`src/sv/weo_pkg.sv`:
```
`default_nettype none
package weo_pkg;

    localparam int COUNTER_BITS_DEF = 16;
    localparam int CFG_IDX_W        = 8;
    localparam int CORDIC_STEPS     = 30;

    localparam logic [CFG_IDX_W-1:0] CFG_TICK_TO_LENGTH = 8'd0;
    localparam logic [CFG_IDX_W-1:0] CFG_WHEEL_BASE     = 8'd1;

    localparam logic [31:0] TICK_TO_LENGTH_RST = 32'd365072;
    localparam logic [31:0] WHEEL_BASE_RST     = 32'd15073;
    localparam logic [31:0] INV_TWO_PI_TURNS   = 32'd683565276;
    localparam logic [33:0] CORDIC_GAIN        = 34'd652032874;
    localparam logic [30:0] SAT_MAG            = 31'h7FFF_FFFF;

    typedef enum logic [3:0] {
        ST_IDLE,
        ST_DELTA,
        ST_MUL_L,
        ST_MUL_R,
        ST_PREP,
        ST_HMUL,
        ST_HDIV,
        ST_CORD_OLD,
        ST_CORD_NEW,
        ST_PICK,
        ST_RMUL,
        ST_RDIV,
        ST_MX,
        ST_MY,
        ST_DONE
    } state_t;

    // arctangent of 2^-i as a binary angle
    function automatic logic [31:0] atan_turns(input logic [4:0] i);
        logic [31:0] v;
        case (i)
            5'd0:  v = 32'd536870912;
            5'd1:  v = 32'd316933406;
            5'd2:  v = 32'd167458907;
            5'd3:  v = 32'd85004756;
            5'd4:  v = 32'd42667331;
            5'd5:  v = 32'd21354465;
            5'd6:  v = 32'd10679838;
            5'd7:  v = 32'd5340245;
            5'd8:  v = 32'd2670163;
            5'd9:  v = 32'd1335087;
            5'd10: v = 32'd667544;
            5'd11: v = 32'd333772;
            5'd12: v = 32'd166886;
            5'd13: v = 32'd83443;
            5'd14: v = 32'd41722;
            5'd15: v = 32'd20861;
            5'd16: v = 32'd10430;
            5'd17: v = 32'd5215;
            5'd18: v = 32'd2608;
            5'd19: v = 32'd1304;
            5'd20: v = 32'd652;
            5'd21: v = 32'd326;
            5'd22: v = 32'd163;
            5'd23: v = 32'd81;
            5'd24: v = 32'd41;
            5'd25: v = 32'd20;
            5'd26: v = 32'd10;
            5'd27: v = 32'd5;
            5'd28: v = 32'd3;
            5'd29: v = 32'd1;
            default: v = 32'd0;
        endcase
        return v;
    endfunction

endpackage
`default_nettype wire

```
`src/sv/weo_if.sv`:
```
`default_nettype none
interface weo_sample_if;
    logic        valid;
    logic        ready;
    logic [15:0] left_count;
    logic [15:0] right_count;
    modport source (output valid, left_count, right_count, input ready);
    modport sink   (input valid, left_count, right_count, output ready);
endinterface

interface weo_result_if;
    logic               valid;
    logic               ready;
    logic signed [31:0] pos_x;
    logic signed [31:0] pos_y;
    logic        [31:0] heading_turns;
    modport source (output valid, pos_x, pos_y, heading_turns, input ready);
    modport sink   (input valid, pos_x, pos_y, heading_turns, output ready);
endinterface

interface weo_cfg_if;
    logic                          valid;
    logic                          ready;
    logic [weo_pkg::CFG_IDX_W-1:0] index;
    logic [31:0]                   data;
    modport source (output valid, index, data, input ready);
    modport sink   (input valid, index, data, output ready);
endinterface
`default_nettype wire

```
`src/sv/wheel_encoder_odometry.sv`:
```
// Differential-drive wheel odometry in fixed point.
// sample: one pair of raw encoder counts per transfer (left_count, right_count).
// result: one transfer per sample with pos_x, pos_y (signed Q16.16 metres) and
//   heading_turns (binary angle, 2^32 is one turn).
// cfg: register 0 is tick_to_length (Q0.32), register 1 is wheel_base (Q16.16);
//   the port is always ready, write only while no sample is in flight.
// Processing: the first sample after reset goes straight to the done state and
//   then to the output register. Every later sample runs two bit-serial
//   shift-add products for the wheel distances (one multiplier bit per cycle),
//   a 64-step restoring divide for the heading step, two CORDIC passes
//   for the old and new heading, and on a turn another product and 64-step
//   divide for the arc radius, then two more products for the position step.
//   One multiplier, one divider and one CORDIC are shared in sequence; one
//   sample at a time.
// A new sample is taken while the previous result still waits in the output
//   register; if the receiver stalls, the finished update holds in the last
//   state until the output register frees up.
// Reset restores both registers to their defaults, clears heading and
//   position, and arms the first-sample load of the previous counts.
`default_nettype none
module wheel_encoder_odometry #(
    parameter int COUNTER_BITS = weo_pkg::COUNTER_BITS_DEF
) (
    input  wire            clk,
    input  wire            rst_n,
    weo_sample_if.sink     sample,
    weo_result_if.source   result,
    weo_cfg_if.sink        cfg
);
    localparam int CB = COUNTER_BITS;
    localparam int DW = CB + 2;
    localparam logic signed [DW-1:0] THR = DW'((64'd60000 << CB) >> 16);
    localparam logic signed [DW-1:0] MOD = DW'(64'd1 << CB);

    weo_pkg::state_t state_reg, state_next;

    logic [31:0]     ttl_reg, wb_reg;
    logic [CB-1:0]   last_l_reg, last_r_reg;
    logic [31:0]     head_reg, x_reg, y_reg;
    logic            seen_reg;
    logic            out_valid_reg;
    logic [31:0]     out_x_reg, out_y_reg, out_h_reg;

    logic [CB-1:0]   cl_reg, cr_reg;
    logic [CB-1:0]   drm_reg;
    logic            drneg_reg;
    logic signed [31:0] dl_reg, dr_reg;
    logic [31:0]     diffm_reg, summ_reg;
    logic            diffneg_reg, sumneg_reg;
    logic [31:0]     newh_reg;
    logic [63:0]     mc_reg, acc_reg;
    logic [32:0]     mp_reg;
    logic            mneg_reg;
    logic [63:0]     dq_reg;
    logic [33:0]     rem_reg, dv_reg;
    logic [5:0]      cnt_reg;
    logic signed [33:0] cx_reg, cy_reg;
    logic signed [31:0] cz_reg;
    logic [1:0]      quad_reg;
    logic signed [33:0] co_reg, so_reg, cn_reg, sn_reg;
    logic [30:0]     rm_reg;
    logic            rneg_reg;

    logic            in_xfer, out_free;
    logic [CB+15:0]  ext_l, ext_r;
    logic signed [DW-1:0] dl_d, dr_d;
    logic [CB-1:0]   dlm, drm;
    logic            mul_done, div_last, cord_last;
    logic [47:0]     dist_m;
    logic [30:0]     dist_sat;
    logic signed [31:0] dist_val;
    logic signed [32:0] diff_w, sum_w;
    logic [31:0]     wb_eff;
    logic [34:0]     trial;
    logic            take;
    logic signed [33:0] sh_x, sh_y, c_c, c_s;
    logic [31:0]     at;
    logic signed [34:0] dsin, dcos;
    logic [33:0]     prod_p;
    logic signed [33:0] prod_v;
    logic [31:0]     step;

    assign in_xfer  = sample.valid && sample.ready;
    assign out_free = !out_valid_reg || result.ready;
    assign sample.ready = (state_reg == weo_pkg::ST_IDLE);
    assign cfg.ready = 1'b1;
    assign result.valid = out_valid_reg;
    assign result.pos_x = out_x_reg;
    assign result.pos_y = out_y_reg;
    assign result.heading_turns = out_h_reg;

    assign ext_l = {{CB{1'b0}}, sample.left_count};
    assign ext_r = {{CB{1'b0}}, sample.right_count};

    always_comb
    begin
        logic signed [DW-1:0] pl, pr, cl, cr, bl, br;
        pl = signed'({2'b00, last_l_reg});
        pr = signed'({2'b00, last_r_reg});
        cl = signed'({2'b00, cl_reg});
        cr = signed'({2'b00, cr_reg});
        bl = pl - cl;
        br = pr - cr;
        dl_d = cl - pl;
        dr_d = cr - pr;
        if (bl > THR)
            dl_d = dl_d + MOD;
        else if (bl < -THR)
            dl_d = dl_d - MOD;
        if (br > THR)
            dr_d = dr_d + MOD;
        else if (br < -THR)
            dr_d = dr_d - MOD;
    end

    assign dlm = dl_d[DW-1] ? CB'(-dl_d) : CB'(dl_d);
    assign drm = dr_d[DW-1] ? CB'(-dr_d) : CB'(dr_d);

    assign mul_done  = (mp_reg == '0);
    assign div_last  = (cnt_reg == 6'd63);
    assign cord_last = (cnt_reg == 6'(weo_pkg::CORDIC_STEPS));

    assign dist_m   = acc_reg[63:16];
    assign dist_sat = (|dist_m[47:31]) ? weo_pkg::SAT_MAG : dist_m[30:0];
    assign dist_val = mneg_reg ? -signed'({1'b0, dist_sat}) : signed'({1'b0, dist_sat});

    assign diff_w = {dr_reg[31], dr_reg} - {dl_reg[31], dl_reg};
    assign sum_w  = {dr_reg[31], dr_reg} + {dl_reg[31], dl_reg};
    assign wb_eff = (wb_reg == '0) ? 32'd1 : wb_reg;

    assign trial = {rem_reg, dq_reg[63]} - {1'b0, dv_reg};
    assign take  = !trial[34];

    assign sh_x = cx_reg >>> cnt_reg[4:0];
    assign sh_y = cy_reg >>> cnt_reg[4:0];
    assign at   = weo_pkg::atan_turns(cnt_reg[4:0]);

    // map the first-quadrant rotation back to the full circle
    always_comb
    begin
        case (quad_reg)
            2'd0:
            begin
                c_c = cx_reg;
                c_s = cy_reg;
            end
            2'd1:
            begin
                c_c = -cy_reg;
                c_s = cx_reg;
            end
            2'd2:
            begin
                c_c = -cx_reg;
                c_s = -cy_reg;
            end
            default:
            begin
                c_c = cy_reg;
                c_s = -cx_reg;
            end
        endcase
    end

    assign dsin = {sn_reg[33], sn_reg} - {so_reg[33], so_reg};
    assign dcos = {cn_reg[33], cn_reg} - {co_reg[33], co_reg};

    assign prod_p = acc_reg[63:30];
    assign prod_v = mneg_reg ? -signed'(prod_p) : signed'(prod_p);
    assign step   = dq_reg[31:0];

    always_comb
    begin
        state_next = state_reg;
        case (state_reg)
            weo_pkg::ST_IDLE:
                if (in_xfer)
                    state_next = seen_reg ? weo_pkg::ST_DELTA : weo_pkg::ST_DONE;
            weo_pkg::ST_DELTA:
                state_next = weo_pkg::ST_MUL_L;
            weo_pkg::ST_MUL_L:
                if (mul_done)
                    state_next = weo_pkg::ST_MUL_R;
            weo_pkg::ST_MUL_R:
                if (mul_done)
                    state_next = weo_pkg::ST_PREP;
            weo_pkg::ST_PREP:
                state_next = weo_pkg::ST_HMUL;
            weo_pkg::ST_HMUL:
                if (mul_done)
                    state_next = weo_pkg::ST_HDIV;
            weo_pkg::ST_HDIV:
                if (div_last)
                    state_next = weo_pkg::ST_CORD_OLD;
            weo_pkg::ST_CORD_OLD:
                if (cord_last)
                    state_next = weo_pkg::ST_CORD_NEW;
            weo_pkg::ST_CORD_NEW:
                if (cord_last)
                    state_next = weo_pkg::ST_PICK;
            weo_pkg::ST_PICK:
                state_next = (diffm_reg == '0) ? weo_pkg::ST_MX : weo_pkg::ST_RMUL;
            weo_pkg::ST_RMUL:
                if (mul_done)
                    state_next = weo_pkg::ST_RDIV;
            weo_pkg::ST_RDIV:
                if (div_last)
                    state_next = weo_pkg::ST_MX;
            weo_pkg::ST_MX:
                if (mul_done)
                    state_next = weo_pkg::ST_MY;
            weo_pkg::ST_MY:
                if (mul_done)
                    state_next = weo_pkg::ST_DONE;
            weo_pkg::ST_DONE:
                if (out_free)
                    state_next = weo_pkg::ST_IDLE;
            default:
                state_next = weo_pkg::ST_IDLE;
        endcase
    end

    always_ff @(posedge clk or negedge rst_n)
    begin
        if (!rst_n)
            state_reg <= weo_pkg::ST_IDLE;
        else
            state_reg <= state_next;
    end

    // architectural state
    always_ff @(posedge clk or negedge rst_n)
    begin
        if (!rst_n)
        begin
            ttl_reg       <= weo_pkg::TICK_TO_LENGTH_RST;
            wb_reg        <= weo_pkg::WHEEL_BASE_RST;
            last_l_reg    <= '0;
            last_r_reg    <= '0;
            head_reg      <= '0;
            x_reg         <= '0;
            y_reg         <= '0;
            seen_reg      <= 1'b0;
            out_valid_reg <= 1'b0;
        end
        else
        begin
            if (cfg.valid && cfg.ready)
            begin
                if (cfg.index == weo_pkg::CFG_TICK_TO_LENGTH)
                    ttl_reg <= cfg.data;
                else if (cfg.index == weo_pkg::CFG_WHEEL_BASE)
                    wb_reg <= cfg.data;
            end

            if (state_reg == weo_pkg::ST_IDLE && in_xfer && !seen_reg)
            begin
                last_l_reg <= ext_l[CB-1:0];
                last_r_reg <= ext_r[CB-1:0];
                x_reg      <= '0;
                y_reg      <= '0;
                seen_reg   <= 1'b1;
            end

            if (state_reg == weo_pkg::ST_MX && mul_done)
                x_reg <= x_reg + prod_v[31:0];

            if (state_reg == weo_pkg::ST_MY && mul_done)
            begin
                y_reg      <= y_reg + prod_v[31:0];
                head_reg   <= newh_reg;
                last_l_reg <= cl_reg;
                last_r_reg <= cr_reg;
            end

            if (state_reg == weo_pkg::ST_DONE && out_free)
                out_valid_reg <= 1'b1;
            else if (result.ready)
                out_valid_reg <= 1'b0;
        end
    end

    always_ff @(posedge clk)
    begin
        if (state_reg == weo_pkg::ST_DONE && out_free)
        begin
            out_x_reg <= x_reg;
            out_y_reg <= y_reg;
            out_h_reg <= head_reg;
        end

        // shared shift-add multiplier
        if (!mul_done)
        begin
            if (mp_reg[0])
                acc_reg <= acc_reg + mc_reg;
            mc_reg <= {mc_reg[62:0], 1'b0};
            mp_reg <= {1'b0, mp_reg[32:1]};
        end

        case (state_reg)
            weo_pkg::ST_IDLE:
                if (in_xfer)
                begin
                    cl_reg <= ext_l[CB-1:0];
                    cr_reg <= ext_r[CB-1:0];
                end
            weo_pkg::ST_DELTA:
            begin
                drm_reg   <= drm;
                drneg_reg <= dr_d[DW-1];
                mneg_reg  <= dl_d[DW-1];
                acc_reg   <= '0;
                mc_reg    <= {32'd0, ttl_reg};
                mp_reg    <= {{(33 - CB){1'b0}}, dlm};
            end
            weo_pkg::ST_MUL_L:
                if (mul_done)
                begin
                    dl_reg   <= dist_val;
                    mneg_reg <= drneg_reg;
                    acc_reg  <= '0;
                    mc_reg   <= {32'd0, ttl_reg};
                    mp_reg   <= {{(33 - CB){1'b0}}, drm_reg};
                end
            weo_pkg::ST_MUL_R:
                if (mul_done)
                    dr_reg <= dist_val;
            weo_pkg::ST_PREP:
            begin
                diffneg_reg <= diff_w[32];
                diffm_reg   <= diff_w[32] ? 32'(-diff_w) : diff_w[31:0];
                sumneg_reg  <= sum_w[32];
                summ_reg    <= sum_w[32] ? 32'(-sum_w) : sum_w[31:0];
                acc_reg     <= '0;
                mc_reg      <= {32'd0, weo_pkg::INV_TWO_PI_TURNS};
                mp_reg      <= diff_w[32] ? 33'(-diff_w) : {1'b0, diff_w[31:0]};
            end
            weo_pkg::ST_HMUL:
                if (mul_done)
                begin
                    dq_reg  <= acc_reg;
                    rem_reg <= '0;
                    dv_reg  <= {2'b00, wb_eff};
                    cnt_reg <= '0;
                end
            weo_pkg::ST_HDIV, weo_pkg::ST_RDIV:
            begin
                rem_reg <= take ? trial[33:0] : {rem_reg[32:0], dq_reg[63]};
                dq_reg  <= {dq_reg[62:0], take};
                if (div_last && state_reg == weo_pkg::ST_HDIV)
                begin
                    newh_reg <= diffneg_reg ? head_reg - {step[30:0], take}
                                            : head_reg + {step[30:0], take};
                    cnt_reg  <= '0;
                    cx_reg   <= signed'(weo_pkg::CORDIC_GAIN);
                    cy_reg   <= '0;
                    cz_reg   <= signed'({2'b00, head_reg[29:0]});
                    quad_reg <= head_reg[31:30];
                end
                else
                    cnt_reg <= cnt_reg + 6'd1;
            end
            weo_pkg::ST_CORD_OLD, weo_pkg::ST_CORD_NEW:
                if (!cord_last)
                begin
                    if (cz_reg >= 0)
                    begin
                        cx_reg <= cx_reg - sh_y;
                        cy_reg <= cy_reg + sh_x;
                        cz_reg <= cz_reg - signed'(at);
                    end
                    else
                    begin
                        cx_reg <= cx_reg + sh_y;
                        cy_reg <= cy_reg - sh_x;
                        cz_reg <= cz_reg + signed'(at);
                    end
                    cnt_reg <= cnt_reg + 6'd1;
                end
            weo_pkg::ST_PICK:
            begin
                acc_reg <= '0;
                if (diffm_reg == '0)
                begin
                    // straight step along the old heading
                    mc_reg   <= {32'd0, (dr_reg[31] ? 32'(-dr_reg) : dr_reg)};
                    mp_reg   <= co_reg[33] ? 33'(-co_reg) : co_reg[32:0];
                    mneg_reg <= dr_reg[31] ^ co_reg[33];
                end
                else
                begin
                    mc_reg <= {32'd0, wb_eff};
                    mp_reg <= {1'b0, summ_reg};
                end
            end
            weo_pkg::ST_RMUL:
                if (mul_done)
                begin
                    dq_reg  <= acc_reg;
                    rem_reg <= '0;
                    dv_reg  <= {1'b0, diffm_reg, 1'b0};
                    cnt_reg <= '0;
                end
            weo_pkg::ST_MX:
                if (mul_done)
                begin
                    acc_reg <= '0;
                    if (diffm_reg == '0)
                    begin
                        mc_reg   <= {32'd0, (dr_reg[31] ? 32'(-dr_reg) : dr_reg)};
                        mp_reg   <= so_reg[33] ? 33'(-so_reg) : so_reg[32:0];
                        mneg_reg <= dr_reg[31] ^ so_reg[33];
                    end
                    else
                    begin
                        mc_reg   <= {33'd0, rm_reg};
                        mp_reg   <= dcos[34] ? 33'(-dcos) : dcos[32:0];
                        mneg_reg <= !(rneg_reg ^ dcos[34]);
                    end
                end
            default:
            begin
            end
        endcase

        // all iterations in: hold results, start the pass on the new heading
        if (cord_last && state_reg == weo_pkg::ST_CORD_OLD)
        begin
            co_reg   <= c_c;
            so_reg   <= c_s;
            cnt_reg  <= '0;
            cx_reg   <= signed'(weo_pkg::CORDIC_GAIN);
            cy_reg   <= '0;
            cz_reg   <= signed'({2'b00, newh_reg[29:0]});
            quad_reg <= newh_reg[31:30];
        end
        if (cord_last && state_reg == weo_pkg::ST_CORD_NEW)
        begin
            cn_reg <= c_c;
            sn_reg <= c_s;
        end

        // radius done: saturate and start the x product
        if (div_last && state_reg == weo_pkg::ST_RDIV)
        begin
            if (|dq_reg[62:30])
            begin
                rm_reg <= weo_pkg::SAT_MAG;
                mc_reg <= {33'd0, weo_pkg::SAT_MAG};
            end
            else
            begin
                rm_reg <= {dq_reg[29:0], take};
                mc_reg <= {33'd0, dq_reg[29:0], take};
            end
            rneg_reg <= sumneg_reg ^ diffneg_reg;
            acc_reg  <= '0;
            mp_reg   <= dsin[34] ? 33'(-dsin) : dsin[32:0];
            mneg_reg <= sumneg_reg ^ diffneg_reg ^ dsin[34];
        end
    end

endmodule
`default_nettype wire

```
`src/flat_wrapper.sv`:
```
// flat-port wrapper written by rule: the top's interface ports become plain ports
module wheel_encoder_odometry_flat 
#(
    parameter int COUNTER_BITS = weo_pkg::COUNTER_BITS_DEF
)
  (clk, rst_n, sample_valid, sample_left_count, sample_right_count, sample_ready, result_valid, result_pos_x, result_pos_y, result_heading_turns, result_ready, cfg_valid, cfg_index, cfg_data, cfg_ready);
  weo_sample_if sample_i ();
  weo_result_if result_i ();
  weo_cfg_if cfg_i ();
  input  wire clk;
  input  wire rst_n;
  input wire logic [$bits(sample_i.valid)-1:0] sample_valid;
  input wire logic [$bits(sample_i.left_count)-1:0] sample_left_count;
  input wire logic [$bits(sample_i.right_count)-1:0] sample_right_count;
  output wire logic [$bits(sample_i.ready)-1:0] sample_ready;
  output wire logic [$bits(result_i.valid)-1:0] result_valid;
  output wire logic [$bits(result_i.pos_x)-1:0] result_pos_x;
  output wire logic [$bits(result_i.pos_y)-1:0] result_pos_y;
  output wire logic [$bits(result_i.heading_turns)-1:0] result_heading_turns;
  input wire logic [$bits(result_i.ready)-1:0] result_ready;
  input wire logic [$bits(cfg_i.valid)-1:0] cfg_valid;
  input wire logic [$bits(cfg_i.index)-1:0] cfg_index;
  input wire logic [$bits(cfg_i.data)-1:0] cfg_data;
  output wire logic [$bits(cfg_i.ready)-1:0] cfg_ready;
  assign sample_i.valid = sample_valid;
  assign sample_i.left_count = sample_left_count;
  assign sample_i.right_count = sample_right_count;
  assign sample_ready = sample_i.ready;
  assign result_valid = result_i.valid;
  assign result_pos_x = result_i.pos_x;
  assign result_pos_y = result_i.pos_y;
  assign result_heading_turns = result_i.heading_turns;
  assign result_i.ready = result_ready;
  assign cfg_i.valid = cfg_valid;
  assign cfg_i.index = cfg_index;
  assign cfg_i.data = cfg_data;
  assign cfg_ready = cfg_i.ready;
  wheel_encoder_odometry #(.COUNTER_BITS(COUNTER_BITS)) u_core (.clk(clk), .rst_n(rst_n), .sample(sample_i), .result(result_i), .cfg(cfg_i));
endmodule
```
`config.mk`:
```
export PLATFORM = sky130hd
export DESIGN_NAME = wheel_encoder_odometry_flat
export DESIGN_NICKNAME = d
export VERILOG_FILES = /design/src/sv/weo_pkg.sv /design/src/sv/weo_if.sv /design/src/sv/wheel_encoder_odometry.sv /design/src/flat_wrapper.sv
export SDC_FILE = /design/constraint.sdc
export NUM_CORES = 2
export LEC_CHECK = 0
export BUFFER_PORTS_ARGS = -buffer_cell sky130_fd_sc_hd__buf_2
export CAP_MARGIN = 25
export CORE_MARGIN = 5
export CORE_UTILIZATION = 56
export CTS_CLUSTER_DIAMETER = 40
export DETAILED_ROUTE_END_ITERATION = 10
export PLACE_DENSITY = 0.76
export SYNTH_ARGS = -nofsm -noshare
export SYNTH_HDL_FRONTEND = slang
export SYNTH_SLANG_ARGS = --single-unit
export TNS_END_PERCENT = 5
```
`constraint.sdc`:
```
create_clock -name clk -period 12.7 [get_ports clk]
set_input_delay 0 -clock clk [delete_from_list [all_inputs] [get_ports clk]]
set_output_delay 0 -clock clk [all_outputs]
set_load 0.1 [all_outputs]
```
==> impl_metrics.yaml <==
synthesis:
  yosys_warnings: 0
  synth_cells: 9182
  ys_ff_latch: 1103
  synth_area_leader_cell: "edfxtp_1"
  synth_edf_count: 638
  ys.flop_type: "edfxtp_1"
  post_synth.cell_area_avg_um2: 8.94
  synth_top_area_share_pct: 23.3
  synth_most_common_cell: "nand2_1"
  synthTopCellsByArea: "edfxtp_1 23%, ha_1 7.7%, xnor2_1 6.5%"
  syn_area_um2: 82100
  async_flop_share_pct: 18.0
  synth_nets: 9782
  synth_seq_area_share_pct: 35.9
  ys_types: 115
  synthTopCellsByCount: "1021 x nand2_1, 721 x nor2_1, 694 x a21oi_1"
grt:
  grt_pass1_vias: 69600
  grt_pass1_wl_mm: 417
  overflow: 0
  grt_max_degree: 145
  antenna_found_initial: 30
  track_usage_pct: 34.6
sta:
  setup_viol_count_final: 0
  rsz0062_at_grt: "no"
  min_period_over_period_pct: 66.5
  finClkSkew_ns: 0.0644
  drv_slew: 0
  finalHoldViolations: 0
  fin_ws_ns: 4.26
  hold_ws_ns: 0.0375
  slew_headroom_pct: 25.6
  min_period_ns: 8.44
  finalSetupTns_ns: 0
  max_freq_ghz: 0.118
  tightest_slew_ns: 1.11
clock_network:
  ctsResizeCount: 0
  clkTransAtPathRegs_ns: 0.06
  cts_max_level: 4
  clkLatencyLatePin_ns: 0.85
  postCtsHoldBufs: 124
  cts_buffers: 179
  clock_sink_count: 1103
  cts_root_buf: "clkbuf_16"
  clock_path_buffers: 3
  tritoncts: "done"
  postCtsSetupRepairBufs: 0
setup_path:
  startpoint_type: "flop"
  critPathMaxFanout: 41
  r2r_slack_ns: 4.26
  crit_arrival_ns: 9.04
  r2r_end: "u_core.newh_reg[31]"
  reg2reg_depth: 30
  critPathKind: "reg2reg"
  critPathSlowestCell: "nor3b_1"
  r2r_start: "u_core.rem_reg[6]"
  crit_path_frequent_cell: "a21oi_1"
  end_kind: "flop"
  critPathRequiredTime_ns: 13.29
  max_stage_delay_ns: 0.90
cells_and_area:
  drive_gt1_share_pct: 10.2
  syn2layout_area_growth_pct: 12.2
  finalNetCount: 9862
power_and_ir_drop:
  p_per_area_nw_per_um2: 257
  pwr-share-comb_pct: 55.0
  power_frac_seq_pct: 23.6
  clock_power_share_pct: 21.3
  power.leakage_nw: 37.4
  swShare_pct: 45.6
  p_int_mw: 12.9
  power.switching_mw: 10.8
  irDropWorstVdd_mv: 0.272
  power_mw: 23.6
drt:
  drtAntennaViolNets: 0
  drc: 0
  drtIter0Drc: 8447
  vias: 73900
  routedWlPerCell_um: 24.3
  first_pass_iters: 10
  via_per_inst: 6.51
  wl_mm: 276
place:
  pre_cts_ws_ns: 4.39
  dpl.hpwl_mm: 205
  globalplace.congestion: 1.02
  port_buffers: 174
floorplan:
  start_util_pct: 56.3
  core_region_area_um2: 146000
  io_pins: 176
  dieWidth_um: 393
  rows: 140
  die_y_um: 393
  dieArea_um2: 154000
worst_hold_path:
  hold_path_class: "in2reg"
  holdPathStages: 3
  hp-start: "cfg_data[11]"
  hold_end: "u_core.wb_reg[11]"
status:
  outcome: "finished, final reports clean"
run:
  max_cap_viol_count: 0
[worst max path at each step]
stage / start / end / slack [ns] / cells past startpoint
after detailed placement: u_core.rem_reg[6] / u_core.newh_reg[31] / 4.39 / 30
final: u_core.rem_reg[6] / u_core.newh_reg[31] / 4.26 / 30
after CTS: u_core.rem_reg[6] / u_core.newh_reg[31] / 4.37 / 30
after global placement: u_core.dq_reg[63] / u_core.newh_reg[31] / 4.56 / 32
after global routing: u_core.dq_reg[63] / u_core.newh_reg[31] / 3.62 / 31
after floorplan: u_core.result.valid / u_core.result.heading_turns[0] / 4.51 / 2
[layout by cell type, fill, tap and decap left out, drive strengths merged, types with 56 or more instances in the layout]
cell	n
nand2	1021
nor2	721
a21oi	694
edfxtp	638
xnor2	612
o21ai	612
ha	508
inv	474
xor2	276
buf	273
dfxtp	267
a21o	232
nand3	213
clkbuf	210
dfrtp	184
nor3	160
mux2	135
nand2b	125
a31oi	125
dlygate4sd3	125
a22oi	114
o31ai	113
mux4	103
mux2i	100
or3	84
nor4	82
a211oi	78
nor2b	74
o21a	72
a221oi	68
nand4	64
o21bai	64
o211ai	59
clkinv	59
and3	56
[cells by family after synthesis]
kind of cell	after synthesis	share of synthesized area (%)
simple gates	2827	16.1
other cells	1	0.00457
buf+inv	929	4.44
xor+xnor	888	9.48
flops	1103	35.9
compound gates	2573	20.1
fa+ha+maj	523	8.11
mux	338	5.92
[critical path, delay by kind of cell, from the launching register on]
| kind | cells | cell delay, ns |
|---|---|---|
| fa+ha+maj | 3 | 1.02 |
| simple gates | 4 | 1.24 |
| xor+xnor | 4 | 0.59 |
| buf+inv | 1 | 0.44 |
| compound gates | 18 | 4.53 |
| flops | 1 | 0.38 |
[power groups by stage]
stage               combinational (mW)  clock [mW]  sequential, mW
finish                            13.0        5.05            5.59
global route                      14.2        5.28            5.62
CTS                               12.8        5.09            5.54
detailed placement                12.6           0            5.60
global placement                  12.3           0            5.59
floorplan                         9.74           0            5.46
[per-stage QoR]
| stage | util [%] | area [um^2] | instances |
|---|---|---|---|
| detailed placement | 57.8 | 84300 | 10900 |
| floorplan | - | 82100 | 9182 |
| global placement | 57.8 | 84300 | 10900 |
| finish | 63.2 | 92100 | 11400 |
| CTS | 63.0 | 91900 | 11300 |
| global route | 63.2 | 92100 | 11300 |
[area by class of cell]
cell class / instances / area, um^2
fillers: 12000 / 53700
multi-input cells: 7150 / 49200
clock inverters: 130 / 1550
inverters: 430 / 1620
flip-flops and latches: 1103 / 29500
clock buffers: 210 / 4780
repair buffers: 398 / 3000
diodes: 12 / 30.0
well taps: 1917 / 2400
[per-layer routing]
metal / wire length (um) / GRT usage, % / vias to the layer above / share of wire (%)
li1: - / - / 33700 / -
met1: 111000 / 45.6 / 35600 / 40
met2: 124000 / 54.9 / 3729 / 45
met3: 25700 / 7.13 / 793 / 9.3
met4: 15000 / 16.3 / 24 / 5.4
met5: 156 / 0 / - / 0.057
Note: power is estimated with default switching activity, not from simulation.
